--- src/rtl/crsc_pkg.sv ---
// Constants and mode codes for the clock-replacement sector cache.
// No dependencies; used by every other file of the block.
package crsc_pkg;
    localparam int ENTRIES     = 64;
    localparam int ENTRY_BITS  = $clog2(ENTRIES);
    localparam int SECTOR_BITS = 32;

    localparam logic [1:0] MODE_READ  = 2'd0;
    localparam logic [1:0] MODE_WRITE = 2'd1;
    localparam logic [1:0] MODE_FLUSH = 2'd2;

    localparam logic [ENTRY_BITS-1:0] LAST_ENTRY = ENTRY_BITS'(ENTRIES - 1);
endpackage

--- src/rtl/crsc_if.sv ---
// Request and response channel interfaces for the sector cache.
// Depends on crsc_pkg for field widths.
interface crsc_req_if;
    logic                             valid;
    logic                             ready;
    logic [1:0]                       mode;
    logic [crsc_pkg::SECTOR_BITS-1:0] sector;

    modport source (output valid, output mode, output sector, input ready);
    modport sink   (input valid, input mode, input sector, output ready);
endinterface

interface crsc_rsp_if;
    logic                             valid;
    logic                             ready;
    logic [crsc_pkg::ENTRY_BITS-1:0]  entry;
    logic                             hit;
    logic                             fill;
    logic                             writeback;
    logic [crsc_pkg::SECTOR_BITS-1:0] writeback_sector;
    logic                             last;

    modport source (output valid, output entry, output hit, output fill,
                    output writeback, output writeback_sector, output last,
                    input ready);
    modport sink   (input valid, input entry, input hit, input fill,
                    input writeback, input writeback_sector, input last,
                    output ready);
endinterface

--- src/rtl/crsc_tag_mem.sv ---
// Tag store: one write port, one read port with registered read data.
// Depends on crsc_pkg for depth and tag width.
module crsc_tag_mem (
    input  logic                             i_clk,
    input  logic                             i_rd_en,
    input  logic [crsc_pkg::ENTRY_BITS-1:0]  i_rd_addr,
    output logic [crsc_pkg::SECTOR_BITS-1:0] o_rd_data,
    input  logic                             i_wr_en,
    input  logic [crsc_pkg::ENTRY_BITS-1:0]  i_wr_addr,
    input  logic [crsc_pkg::SECTOR_BITS-1:0] i_wr_data
);
    logic [crsc_pkg::SECTOR_BITS-1:0] r_mem [crsc_pkg::ENTRIES];
    logic [crsc_pkg::SECTOR_BITS-1:0] r_rd_data;

    always_ff @(posedge i_clk) begin
        if (i_wr_en) begin
            r_mem[i_wr_addr] <= i_wr_data;
        end
        if (i_rd_en) begin
            r_rd_data <= r_mem[i_rd_addr];
        end
    end

    assign o_rd_data = r_rd_data;
endmodule

--- src/rtl/clock_replacement_sector_cache_top.sv ---
// Clock (second chance) write-back sector cache: tag and policy sequencer.
// Depends on crsc_pkg, crsc_if.sv and crsc_tag_mem.
//
//   channel  dir  handshake      word
//   i_req    in   valid/ready    mode, sector
//   o_rsp    out  valid/ready    entry, hit, fill, writeback, writeback_sector, last
//
// One item at a time; i_req.ready is high only while the sequencer idles.
// Read/write: tag scan one entry per cycle through the tag RAM read port;
// on a miss with every entry valid, a clock sweep picks the victim and
// its tag is read back for a writeback.
// Flush: a full output register stalls the scan.
// Reset clears valid, dirty and reference bits at once; no clearing pass.
module clock_replacement_sector_cache_top (
    input  logic       i_clk,
    input  logic       i_rst_n,
    crsc_req_if.sink   i_req,
    crsc_rsp_if.source o_rsp
);
    typedef enum logic [2:0] {
        S_IDLE, S_LOOK, S_SWEEP, S_VREAD, S_VTAG, S_UPD, S_FLUSH, S_FEND
    } t_state;

    localparam int EB = crsc_pkg::ENTRY_BITS;
    localparam int SB = crsc_pkg::SECTOR_BITS;

    t_state                       r_state;
    logic [crsc_pkg::ENTRIES-1:0] r_valid, r_dirty, r_ref;
    logic [EB-1:0]                r_hand, r_h, r_idx, r_cidx, r_slot, r_free_idx;
    logic [EB-1:0]                r_pend_ent;
    logic [SB-1:0]                r_sector, r_wbs, r_pend_wbs;
    logic                         r_is_wr, r_issue, r_cmp_ok, r_free_ok, r_hit;
    logic                         r_fill, r_wb, r_pend_vld;

    logic                         r_out_vld, r_o_hit, r_o_fill, r_o_wb, r_o_last;
    logic [EB-1:0]                r_o_entry;
    logic [SB-1:0]                r_o_wbs;

    logic          rd_en, wr_en, out_free, out_load, hit_now, vd_now, adv;
    logic [EB-1:0] rd_addr, h_nx;
    logic [SB-1:0] rd_tag;

    crsc_tag_mem u_tag_mem (
        .i_clk     (i_clk),
        .i_rd_en   (rd_en),
        .i_rd_addr (rd_addr),
        .o_rd_data (rd_tag),
        .i_wr_en   (wr_en),
        .i_wr_addr (r_slot),
        .i_wr_data (r_sector)
    );

    assign out_free = !r_out_vld || o_rsp.ready;
    assign hit_now  = r_cmp_ok && r_valid[r_cidx] && (rd_tag == r_sector);
    assign vd_now   = r_cmp_ok && r_valid[r_cidx] && r_dirty[r_cidx];
    assign h_nx     = (r_h == crsc_pkg::LAST_ENTRY) ? '0 : r_h + 1'b1;
    assign wr_en    = (r_state == S_UPD) && out_free && !r_hit;
    assign out_load = ((r_state == S_UPD) && out_free) ||
                      ((r_state == S_FLUSH) && vd_now && adv && r_pend_vld) ||
                      ((r_state == S_FEND) && out_free);

    always_comb begin
        adv = 1'b1;
        if (r_state == S_FLUSH && vd_now && r_pend_vld && !out_free) begin
            adv = 1'b0;
        end
        rd_en   = 1'b0;
        rd_addr = r_idx;
        case (r_state)
            S_LOOK:  rd_en = r_issue;
            S_FLUSH: rd_en = r_issue && adv;
            S_VREAD: begin
                rd_en   = 1'b1;
                rd_addr = r_slot;
            end
            default: rd_en = 1'b0;
        endcase
    end

    assign i_req.ready            = (r_state == S_IDLE);
    assign o_rsp.valid            = r_out_vld;
    assign o_rsp.entry            = r_o_entry;
    assign o_rsp.hit              = r_o_hit;
    assign o_rsp.fill             = r_o_fill;
    assign o_rsp.writeback        = r_o_wb;
    assign o_rsp.writeback_sector = r_o_wbs;
    assign o_rsp.last             = r_o_last;

    always_ff @(posedge i_clk) begin
        if (!i_rst_n) begin
            r_state    <= S_IDLE;
            r_valid    <= '0;
            r_dirty    <= '0;
            r_ref      <= '0;
            r_hand     <= '0;
            r_h        <= '0;
            r_idx      <= '0;
            r_cidx     <= '0;
            r_slot     <= '0;
            r_free_idx <= '0;
            r_pend_ent <= '0;
            r_sector   <= '0;
            r_wbs      <= '0;
            r_pend_wbs <= '0;
            r_is_wr    <= 1'b0;
            r_issue    <= 1'b0;
            r_cmp_ok   <= 1'b0;
            r_free_ok  <= 1'b0;
            r_hit      <= 1'b0;
            r_fill     <= 1'b0;
            r_wb       <= 1'b0;
            r_pend_vld <= 1'b0;
            r_out_vld  <= 1'b0;
            r_o_entry  <= '0;
            r_o_hit    <= 1'b0;
            r_o_fill   <= 1'b0;
            r_o_wb     <= 1'b0;
            r_o_wbs    <= '0;
            r_o_last   <= 1'b0;
        end else begin
            if (o_rsp.ready && !out_load) begin
                r_out_vld <= 1'b0;
            end

            // shared scan pipeline: issue address, compare in the next cycle
            if ((r_state == S_LOOK || r_state == S_FLUSH) && adv) begin
                r_cmp_ok <= r_issue;
                if (r_issue) begin
                    r_cidx <= r_idx;
                    if (r_idx == crsc_pkg::LAST_ENTRY) begin
                        r_issue <= 1'b0;
                    end else begin
                        r_idx <= r_idx + 1'b1;
                    end
                end
            end

            case (r_state)
                S_IDLE: begin
                    if (i_req.valid) begin
                        r_sector   <= i_req.sector;
                        r_is_wr    <= (i_req.mode == crsc_pkg::MODE_WRITE);
                        r_idx      <= '0;
                        r_issue    <= 1'b1;
                        r_cmp_ok   <= 1'b0;
                        r_free_ok  <= 1'b0;
                        r_hit      <= 1'b0;
                        r_fill     <= 1'b0;
                        r_wb       <= 1'b0;
                        r_wbs      <= '0;
                        r_pend_vld <= 1'b0;
                        if (i_req.mode == crsc_pkg::MODE_READ ||
                            i_req.mode == crsc_pkg::MODE_WRITE) begin
                            r_state <= S_LOOK;
                        end else if (i_req.mode == crsc_pkg::MODE_FLUSH) begin
                            r_state <= S_FLUSH;
                        end
                    end
                end
                S_LOOK: begin
                    if (hit_now) begin
                        r_slot  <= r_cidx;
                        r_hit   <= 1'b1;
                        r_state <= S_UPD;
                    end else if (r_cmp_ok) begin
                        if (!r_valid[r_cidx] && !r_free_ok) begin
                            r_free_ok  <= 1'b1;
                            r_free_idx <= r_cidx;
                        end
                        if (r_cidx == crsc_pkg::LAST_ENTRY) begin
                            r_fill <= 1'b1;
                            if (r_free_ok) begin
                                r_slot  <= r_free_idx;
                                r_state <= S_UPD;
                            end else if (!r_valid[r_cidx]) begin
                                r_slot  <= r_cidx;
                                r_state <= S_UPD;
                            end else begin
                                r_h     <= r_hand;
                                r_state <= S_SWEEP;
                            end
                        end
                    end
                end
                S_SWEEP: begin
                    r_h <= h_nx;
                    if (!r_ref[h_nx]) begin
                        r_hand  <= h_nx;
                        r_slot  <= h_nx;
                        r_state <= S_VREAD;
                    end else begin
                        r_ref[h_nx] <= 1'b0;
                    end
                end
                S_VREAD: begin
                    r_state <= S_VTAG;
                end
                S_VTAG: begin
                    r_wb    <= r_dirty[r_slot];
                    r_wbs   <= r_dirty[r_slot] ? rd_tag : '0;
                    r_state <= S_UPD;
                end
                S_UPD: begin
                    if (out_free) begin
                        r_valid[r_slot] <= 1'b1;
                        r_ref[r_slot]   <= 1'b1;
                        r_dirty[r_slot] <= r_is_wr || (r_hit && r_dirty[r_slot]);
                        r_out_vld <= 1'b1;
                        r_o_entry <= r_slot;
                        r_o_hit   <= r_hit;
                        r_o_fill  <= r_fill;
                        r_o_wb    <= r_wb;
                        r_o_wbs   <= r_wbs;
                        r_o_last  <= 1'b1;
                        r_state   <= S_IDLE;
                    end
                end
                S_FLUSH: begin
                    if (vd_now && adv) begin
                        // hold one found word back so the final one can carry last
                        if (r_pend_vld) begin
                            r_out_vld <= 1'b1;
                            r_o_entry <= r_pend_ent;
                            r_o_hit   <= 1'b0;
                            r_o_fill  <= 1'b0;
                            r_o_wb    <= 1'b1;
                            r_o_wbs   <= r_pend_wbs;
                            r_o_last  <= 1'b0;
                        end
                        r_pend_vld      <= 1'b1;
                        r_pend_ent      <= r_cidx;
                        r_pend_wbs      <= rd_tag;
                        r_dirty[r_cidx] <= 1'b0;
                    end
                    if (r_cmp_ok && adv && r_cidx == crsc_pkg::LAST_ENTRY) begin
                        r_state <= S_FEND;
                    end
                end
                S_FEND: begin
                    if (out_free) begin
                        r_out_vld  <= 1'b1;
                        r_o_entry  <= r_pend_vld ? r_pend_ent : '0;
                        r_o_hit    <= 1'b0;
                        r_o_fill   <= 1'b0;
                        r_o_wb     <= r_pend_vld;
                        r_o_wbs    <= r_pend_vld ? r_pend_wbs : '0;
                        r_o_last   <= 1'b1;
                        r_pend_vld <= 1'b0;
                        r_state    <= S_IDLE;
                    end
                end
                default: r_state <= S_IDLE;
            endcase
        end
    end

    a_hit_no_fill: assert property (@(posedge i_clk) disable iff (!i_rst_n)
        r_out_vld |-> !(r_o_hit && (r_o_fill || r_o_wb)))
        else $error("hit word with fill or writeback");

    a_slot_valid: assert property (@(posedge i_clk) disable iff (!i_rst_n)
        (r_state == S_UPD && out_free) |=> r_valid[$past(r_slot)])
        else $error("updated entry not valid");

    a_hand_moves_in_sweep: assert property (@(posedge i_clk) disable iff (!i_rst_n)
        (r_state != S_SWEEP) |=> $stable(r_hand))
        else $error("hand moved outside sweep");

    a_idle_no_pending: assert property (@(posedge i_clk) disable iff (!i_rst_n)
        i_req.ready |-> !r_pend_vld)
        else $error("flush word left pending at idle");
endmodule

--- src/flat_wrapper.sv ---
// flat-port wrapper written by rule: the top's interface ports become plain ports
module clock_replacement_sector_cache_top_flat 
  (i_clk, i_rst_n, i_req_valid, i_req_mode, i_req_sector, i_req_ready, o_rsp_valid, o_rsp_entry, o_rsp_hit, o_rsp_fill, o_rsp_writeback, o_rsp_writeback_sector, o_rsp_last, o_rsp_ready);
  crsc_req_if i_req_i ();
  crsc_rsp_if o_rsp_i ();
  input  logic i_clk;
  input  logic i_rst_n;
  input wire logic [$bits(i_req_i.valid)-1:0] i_req_valid;
  input wire logic [$bits(i_req_i.mode)-1:0] i_req_mode;
  input wire logic [$bits(i_req_i.sector)-1:0] i_req_sector;
  output wire logic [$bits(i_req_i.ready)-1:0] i_req_ready;
  output wire logic [$bits(o_rsp_i.valid)-1:0] o_rsp_valid;
  output wire logic [$bits(o_rsp_i.entry)-1:0] o_rsp_entry;
  output wire logic [$bits(o_rsp_i.hit)-1:0] o_rsp_hit;
  output wire logic [$bits(o_rsp_i.fill)-1:0] o_rsp_fill;
  output wire logic [$bits(o_rsp_i.writeback)-1:0] o_rsp_writeback;
  output wire logic [$bits(o_rsp_i.writeback_sector)-1:0] o_rsp_writeback_sector;
  output wire logic [$bits(o_rsp_i.last)-1:0] o_rsp_last;
  input wire logic [$bits(o_rsp_i.ready)-1:0] o_rsp_ready;
  assign i_req_i.valid = i_req_valid;
  assign i_req_i.mode = i_req_mode;
  assign i_req_i.sector = i_req_sector;
  assign i_req_ready = i_req_i.ready;
  assign o_rsp_valid = o_rsp_i.valid;
  assign o_rsp_entry = o_rsp_i.entry;
  assign o_rsp_hit = o_rsp_i.hit;
  assign o_rsp_fill = o_rsp_i.fill;
  assign o_rsp_writeback = o_rsp_i.writeback;
  assign o_rsp_writeback_sector = o_rsp_i.writeback_sector;
  assign o_rsp_last = o_rsp_i.last;
  assign o_rsp_i.ready = o_rsp_ready;
  clock_replacement_sector_cache_top u_core (.i_clk(i_clk), .i_rst_n(i_rst_n), .i_req(i_req_i), .o_rsp(o_rsp_i));
endmodule
--- config.mk ---
export PLATFORM = sky130hd
export DESIGN_NAME = clock_replacement_sector_cache_top_flat
export DESIGN_NICKNAME = d
export VERILOG_FILES = /design/src/rtl/crsc_pkg.sv /design/src/rtl/crsc_if.sv /design/src/rtl/crsc_tag_mem.sv /design/src/rtl/clock_replacement_sector_cache_top.sv /design/src/flat_wrapper.sv
export SDC_FILE = /design/constraint.sdc
export NUM_CORES = 2
export LEC_CHECK = 0
export ABC_AREA = 1
export BUFFER_PORTS_ARGS = -buffer_cell sky130_fd_sc_hd__clkbuf_2
export CAP_MARGIN = 25
export CORE_MARGIN = 2
export CORE_UTILIZATION = 39
export DETAILED_ROUTE_END_ITERATION = 6
export GPL_ROUTABILITY_DRIVEN = 0
export PLACE_DENSITY = 0.6
export SETUP_SLACK_MARGIN = 0.15
export SLEW_MARGIN = 20
export SYNTH_ARGS = -nofsm -noshare
export SYNTH_HDL_FRONTEND = slang
export SYNTH_SLANG_ARGS = --single-unit
--- constraint.sdc ---
create_clock -name i_clk -period 4.8 [get_ports i_clk]
set_input_delay 0.24 -clock i_clk [delete_from_list [all_inputs] [get_ports i_clk]]
set_output_delay 0.24 -clock i_clk [all_outputs]
set_load 0.02 [all_outputs]
# Word level (Yosys, flattened, before mapping)
# Memories as Yosys holds them, arrays and structs flattened. A register that Yosys moved wholly into a read port is not among the register bits.
# Cells that the tools add are included.
[totals] register_bits=384 ram_bits=2048 inputBits=38 output_inout_bits=44 word_cells=255 memories=1
[classes] addsub=2 order_cmp=6 n_eq_ne=33 muxes=113 bitwise_logic=8 reduce_logical=63
[mem_list] memory="u_core.u_tag_mem.r_mem" words=64 word_bits=32 read_ports=1 rd_clocked_by_memory_dff=1 write_ports=1 line="crsc_tag_mem.sv:12" text="logic [crsc_pkg::SECTOR_BITS-1:0] r_mem [crsc_pkg::ENTRIES];"
[op_table] operator="$mux W64" count=4
[op_table] operator="$pmux W64 S2" count=2
[op_table] operator="$mux W32" count=7
[op_table] operator="$mux W6" count=23
[op_table] operator="$and A64 B64 Y64" count=2
[op_table] operator="$not A64 Y64" count=2
[op_table] operator="$or A64 B64 Y64" count=2
[op_table] operator="$pmux W32 S3" count=1
[op_table] operator="$bwmux W64" count=1
[op_table] operator="$pmux W32 S2" count=1
[op_table] operator="$mux W1" count=41
[op_table] operator="$mux W3" count=11
[op_table] operator="$eq A32 B32 Y1" count=1
[op_table] operator="$bmux W1 S6" count=4
[op_table] operator="$pmux W6 S2" count=2
[op_table] operator="$logic_and A1 B1 Y1" count=22
[op_table] operator="$lt A6 B7 Y1 const B" count=3
[op_table] operator="$pmux W3 S7" count=1
[op_table] operator="$reduce_and A5 Y1" count=4
[op_table] operator="$demux W1 S6" count=3
[op_table] operator="$eq A6 B6 Y1 const B" count=3
[op_table] operator="$ge A6 B1 Y1 const B" count=3
[op_table] operator="$pmux W6 S3" count=1
[op_table] operator="$ne A2 B1 Y1 const B" count=8
[op_table] operator="other kinds (25)" count=73

# Logic depth before layout (Yosys ltp)
[depth] ltp_word=18 ltp_mapped=23 ltp_nobuf=20

# By module
# A second synthesis with hierarchy kept.
[hier_totals] cells_unflattened=10001 hier_area_um2=103276.6
[modules_own_cells] mod="crsc_tag_mem" instances=1 cells_per_inst=6785 area_per_inst_um2=83106.0 seq_area_each_um2=62459.9
[modules_own_cells] mod="clock_replacement_sector_cache_top" instances=1 cells_per_inst=3216 area_per_inst_um2=20170.6 seq_area_each_um2=7687.4

# Worst setup path after synthesis
# Ideal clock, no wire load.
[synth_timing] path_kind="register to register" startpoint="register u_core.r_state[0]" endpoint="memory u_core.u_tag_mem.r_mem[13][0] (netlist name), enable pin" setup_time_ns=0.461 arrival_ns=3.604 required_ns=4.339 path_slack_ns=0.735 path_stages_with_launch=9 path_buffers=4 synth_period_minus_slack_ns=4.065 cell_sequence="dfxtp_1 buf_2 nand2_1 nor2_1 nand2_1 clkbuf_1 clkbuf_1 buf_1 nor3_1"
[synth_via] elab_chain_len=5
[synth_rtl] element="start: declaration" line="clock_replacement_sector_cache_top.sv:27" text="t_state r_state;"
[synth_rtl] element="start signal: assignment" line="clock_replacement_sector_cache_top.sv:91" text="r_state <= S_IDLE;"
[synth_rtl] element="start signal: assignment" line="clock_replacement_sector_cache_top.sv:154" text="r_state <= S_LOOK;"
[synth_rtl] element="start signal: assignment" line="clock_replacement_sector_cache_top.sv:156" text="r_state <= S_FLUSH;"
[synth_rtl] element="$eq A3 B3 Y1" line="clock_replacement_sector_cache_top.sv:57" text="assign wr_en = (r_state == S_UPD) && out_free && !r_hit;"
[synth_rtl] element="$logic_and A1 B1 Y1 (2 in series)" line="clock_replacement_sector_cache_top.sv:57"
[synth_rtl] element="$mux W1" line="crsc_tag_mem.sv:16" text="if (i_wr_en) begin"
[synth_rtl] element="$mux W1 (not written as such)" line="crsc_tag_mem.sv:17" text="r_mem[i_wr_addr] <= i_wr_data;"
[synth_rtl] element="end: declaration" line="crsc_tag_mem.sv:12"
# No other way between the ends.

# Final worst setup path
[layout_timing] startpoint="register u_core.r_h[0]" endpoint="register u_core.r_state[0]"
[layout_via] elab_chain_len=6 elab_cells_between_ends=7 classes_between="1 x add/sub; 2 x eq/ne; 3 x mux; 1 x reduce/logical"
[layout_rtl] element="start: declaration" line="clock_replacement_sector_cache_top.sv:29" text="logic [EB-1:0] r_hand, r_h, r_idx, r_cidx, r_slot, r_free_idx;"
[layout_rtl] element="start signal: assignment" line="clock_replacement_sector_cache_top.sv:179" text="r_h <= r_hand;"
[layout_rtl] element="start signal: assignment" line="clock_replacement_sector_cache_top.sv:186" text="r_h <= h_nx;"
[layout_rtl] element="$add A6 B1 Y6 or $eq A6 B6 Y1 (tied branches)" line="clock_replacement_sector_cache_top.sv:56" text="assign h_nx = (r_h == crsc_pkg::LAST_ENTRY) ? '0 : r_h + 1'b1;"
[layout_rtl] element="$mux W6 (*)" line="clock_replacement_sector_cache_top.sv:56"
[layout_rtl] element="$bmux W1 S6 (*)" line="clock_replacement_sector_cache_top.sv:187" text="if (!r_ref[h_nx]) begin"
[layout_rtl] element="$mux W1 (not written as such) (*)" line="clock_replacement_sector_cache_top.sv:187"
[layout_rtl] element="$ne A2 B2 Y1 (no line) (*)"
[layout_rtl] element="$reduce_and A7 Y1 (no line) (*)"
[layout_rtl] element="end signal: assignment" line="clock_replacement_sector_cache_top.sv:190" text="r_state <= S_VREAD;"
[layout_rtl] element="end signal: assignment" line="clock_replacement_sector_cache_top.sv:196" text="r_state <= S_VTAG;"
[layout_rtl] element="end signal: assignment" line="clock_replacement_sector_cache_top.sv:201" text="r_state <= S_UPD;"
# Mark *: on every way between the ends. The rest lies on a longest branch, timed or not. The select of a mux whose other input is x is not followed.
# A chain may end at the register's enable or synchronous reset.

==> results_dict.tcl <==
set metrics [dict create \
    run_status "finished with violations" \
    path_buf_inv 2 \
    core_um2 257000 \
    reg2regPathDepth 16 \
    cts_sinks 2464 \
    clock.fmax_ghz 0.228 \
    timing.slew.headroom_pct 26.4 \
    hp-class "in2reg" \
    period_needed_ns 4.38 \
    syn_to_final_growth_pct 14.4 \
    die_h_um 513 \
    via_per_inst 5.92 \
    skew_ns 0.0506 \
    final_util_pct 44.9 \
    fp.dieW_um 513 \
    ctsResizeCount 0 \
    synth_cells 9092 \
    leakage_uw 0.0390 \
    fillers 23188 \
    setup_violations 0 \
    grt_pass1_vias 70524 \
    multi_input_area_um2 27700 \
    syn_area_um2 101000 \
    nets 9196 \
    cts_made_buffers 276 \
    path_delay_family "simple AND/OR/NAND/NOR gates" \
    cellPowerDensity_nw_per_um2 481 \
    critPathArrivalTime_ns 5.19 \
    antenna_left 0 \
    finalCritPeriodShare_pct 91.3 \
    worstMarginPinSlew_ns 1.10 \
    maxCapViolCount 0 \
    async_flop_share_pct 0 \
    dieArea_um2 263000 \
    crit_required_ns 5.61 \
    rsz0062_at_grt "false" \
    synth_edf_count 2080 \
    path_cells "ha_1, nand3_1, nor2_1, nor2_1, o21ai_1, nor2_2, nand2_1, nand2_1, nor2_1, nand2_1, nor2_4, nor2_1, nand3_1, dlygate4sd3_1, a21oi_1, dlygate4sd3_1" \
    endpoint_kind "register" \
    drtIter0Drc 9681 \
    clock_path_buffers 4 \
    crit_fanout 11 \
    synth-seq-cells 2464 \
    ff_latch_area_um2 70200 \
    num_rows 186 \
    cts_tree "yes" \
    grt-ovfl-total 0 \
    synth_top_area_share_pct 61.8 \
    start_util_pct 39.3 \
    grt_pass1_wl_um 486000 \
    grt_max_degree 128 \
    hold_violations 0 \
    setup_tns_ns 0 \
    syn_area_per_cell_um2 11.1 \
    synth_fp_nets 9132 \
    crit_top_cell "nor2_1" \
    root_buffer "clkbuf_16" \
    path_clk_slew_ns 0.06 \
    holdPathStages 4 \
    synth_cell_types 44 \
    vias 75344 \
    firstDrtPassIters 7 \
    final_cell_mix "edfxtp_1 (2,080), nor2_1 (1,713), o21ai_0 (1,272), nand2_1 (991), o22ai_1 (399)" \
    crit_slowest_cell "dlygate4sd3_1" \
    dpl.hpwl_um 186000 \
    violations "design-rule violations" \
    drive_above_1_share_pct 9.56 \
    cts.htree.levels 5 \
    wl_per_cell_um 26.6 \
    io_pins 82 \
    critPathKind "reg2reg" \
    ir_drop_mv 0.433 \
    numPortBuffers 81 \
    layout_setup_ws_ns 0.418 \
    clock_latency_ns 0.95 \
    yosysTopAreaCell "edfxtp_1" \
    grt_use_total_pct 24.9 \
    synth_area_leaders "edfxtp_1 (62%), dfxtp_1 (7.6%), nor2_1 (6.5%)" \
    slowest_delay_ns 0.60 \
    final_max_slew_viol_count 0 \
    drc 1 \
    wl_um 338000 \
    place_ws_ns 0.563 \
    yosys_warnings 0 \
    layout_commonest_cell "edfxtp_1" \
    antenna_found_initial 20 \
    synthFlopType "edfxtp_1" \
    worst-path-stages 16 \
    worst_setup_path_start_kind "register" \
    ys_seq_area_share_pct 69.5 \
]
-- cell usage after synthesis, types with 2 or more instances --
cell type  instances
o21a_1             2
edfxtp_1        2080
buf_1             32
a22oi_1           39
buf_4             14
buf_6              6
clkbuf_1         500
nor3_1            77
a21oi_1          264
nor3_2            11
nand2_1          996
nand3b_1          28
o211ai_1         131
a211oi_1           7
buf_2             93
nand3_1          361
nand4_1            8
inv_2              8
o221ai_1         194
xnor2_1           23
o21ai_0         1273
inv_1            288
clkinv_1           4
nor2_2             5
ha_1               2
a31oi_1           50
nor2_1          1744
xor2_1             3
o21ai_1           42
dfxtp_1          384
o21ai_2            2
o22ai_1          400
or2_2              9
nand3_2            2
-- state kept, by name, indices dropped and copies added, names as in the netlist, 3 cells and up --
signal and flops:
u_core.r_state 3, u_core.r_idx 6, u_core.r_hand 6, u_core.r_sector 32
u_core.r_wbs 32, u_core.r_slot 6, u_core.r_pend_ent 6, u_core.o_rsp.writeback_sector 32
u_core.o_rsp.entry 6, u_core.r_free_idx 6, u_core.r_dirty 64, u_core.r_cidx 6
u_core.r_h 6, u_core.r_pend_wbs 32, u_core.u_tag_mem.r_mem 2048, u_core.r_valid 64
u_core.r_ref 64, u_core.u_tag_mem.o_rd_data 32
-- logic make-up after synthesis --
logic type               share of synthesized area [%]
AO/OA/AOI/OAI                                     13.7
buffers and inverters                             3.72
adder cells (fa/ha/maj)                         0.0248
AND/OR/NAND/NOR                                   12.8
flip-flops                                        69.5
XOR/XNOR                                         0.225
-- worst reg2reg max path, stage by stage, from the launching register on --
cell and delay [ns]:
dfxtp_1 0.39, ha_1 0.24, nand3_1 0.16, nor2_1 0.27
nor2_1 0.09, o21ai_1 0.40, nor2_2 0.24, nand2_1 0.15
nand2_1 0.06, nor2_1 0.30, nand2_1 0.16, nor2_4 0.36
nor2_1 0.17, nand3_1 0.11, dlygate4sd3_1 0.55, a21oi_1 0.06
dlygate4sd3_1 0.60
-- timing repair --
action	CTS	global route
endpoints found under the setup margin	0	1
hold endpoints to repair	132	0
hold buffers	56	0
setup buffers	0	1
-- final cells by class --
class / instances / area share (%)
diodes: 7 / 0.0152
clock buffers: 353 / 6.45
clock inverters: 107 / 0.771
inverters: 300 / 1.00
multi-input cells: 5683 / 24.0
flip-flops and latches: 2464 / 60.8
well taps: 3384 / 3.67
repair buffers: 431 / 3.37
-- metal layers --
| metal | wire length [µm] | share of wire (%) | track usage, % | vias up |
|---|---|---|---|---|
| met1 | 134000 | 40 | 33.7 | 37476 |
| met3 | 37600 | 11 | 5.71 | 756 |
| met2 | 152000 | 45 | 38.5 | 4233 |
| li1 | - | - | - | 32865 |
| met4 | 14600 | 4.3 | 10.7 | 14 |
| met5 | 92 | 0.027 | 0 | - |
-- report_power, final --
group	internal, µW	switching [µW]
registers	24900	437
clock network	11700	8270
logic	2310	7890
-- worst paths after layout --
path,startpoint,end,slack [ns]
hold reg to reg,u_core.r_valid[3],u_core.r_valid[3],0.45
setup / recovery,u_core.r_h[0],u_core.r_state[0],0.42
hold / removal,i_req_sector[7],u_core.r_sector[7],0.17
setup reg to reg,u_core.r_h[0],u_core.r_state[0],0.42
-- per-stage QoR --
step           hold WS [ns]  std cells  cell area, µm²  power [µW]
2_1_floorplan         0.375       9092          101000       31100
3_3_place_gp          0.436      12200          106000       35400
3_5_place_dp          0.444      12204          107000       35600
4_1_cts              0.0906      12720          115000       55500
5_1_grt               0.179      12723          115000       57200
6_report              0.175      12729          116000       55600
Power figures use the tool's default switching activity.
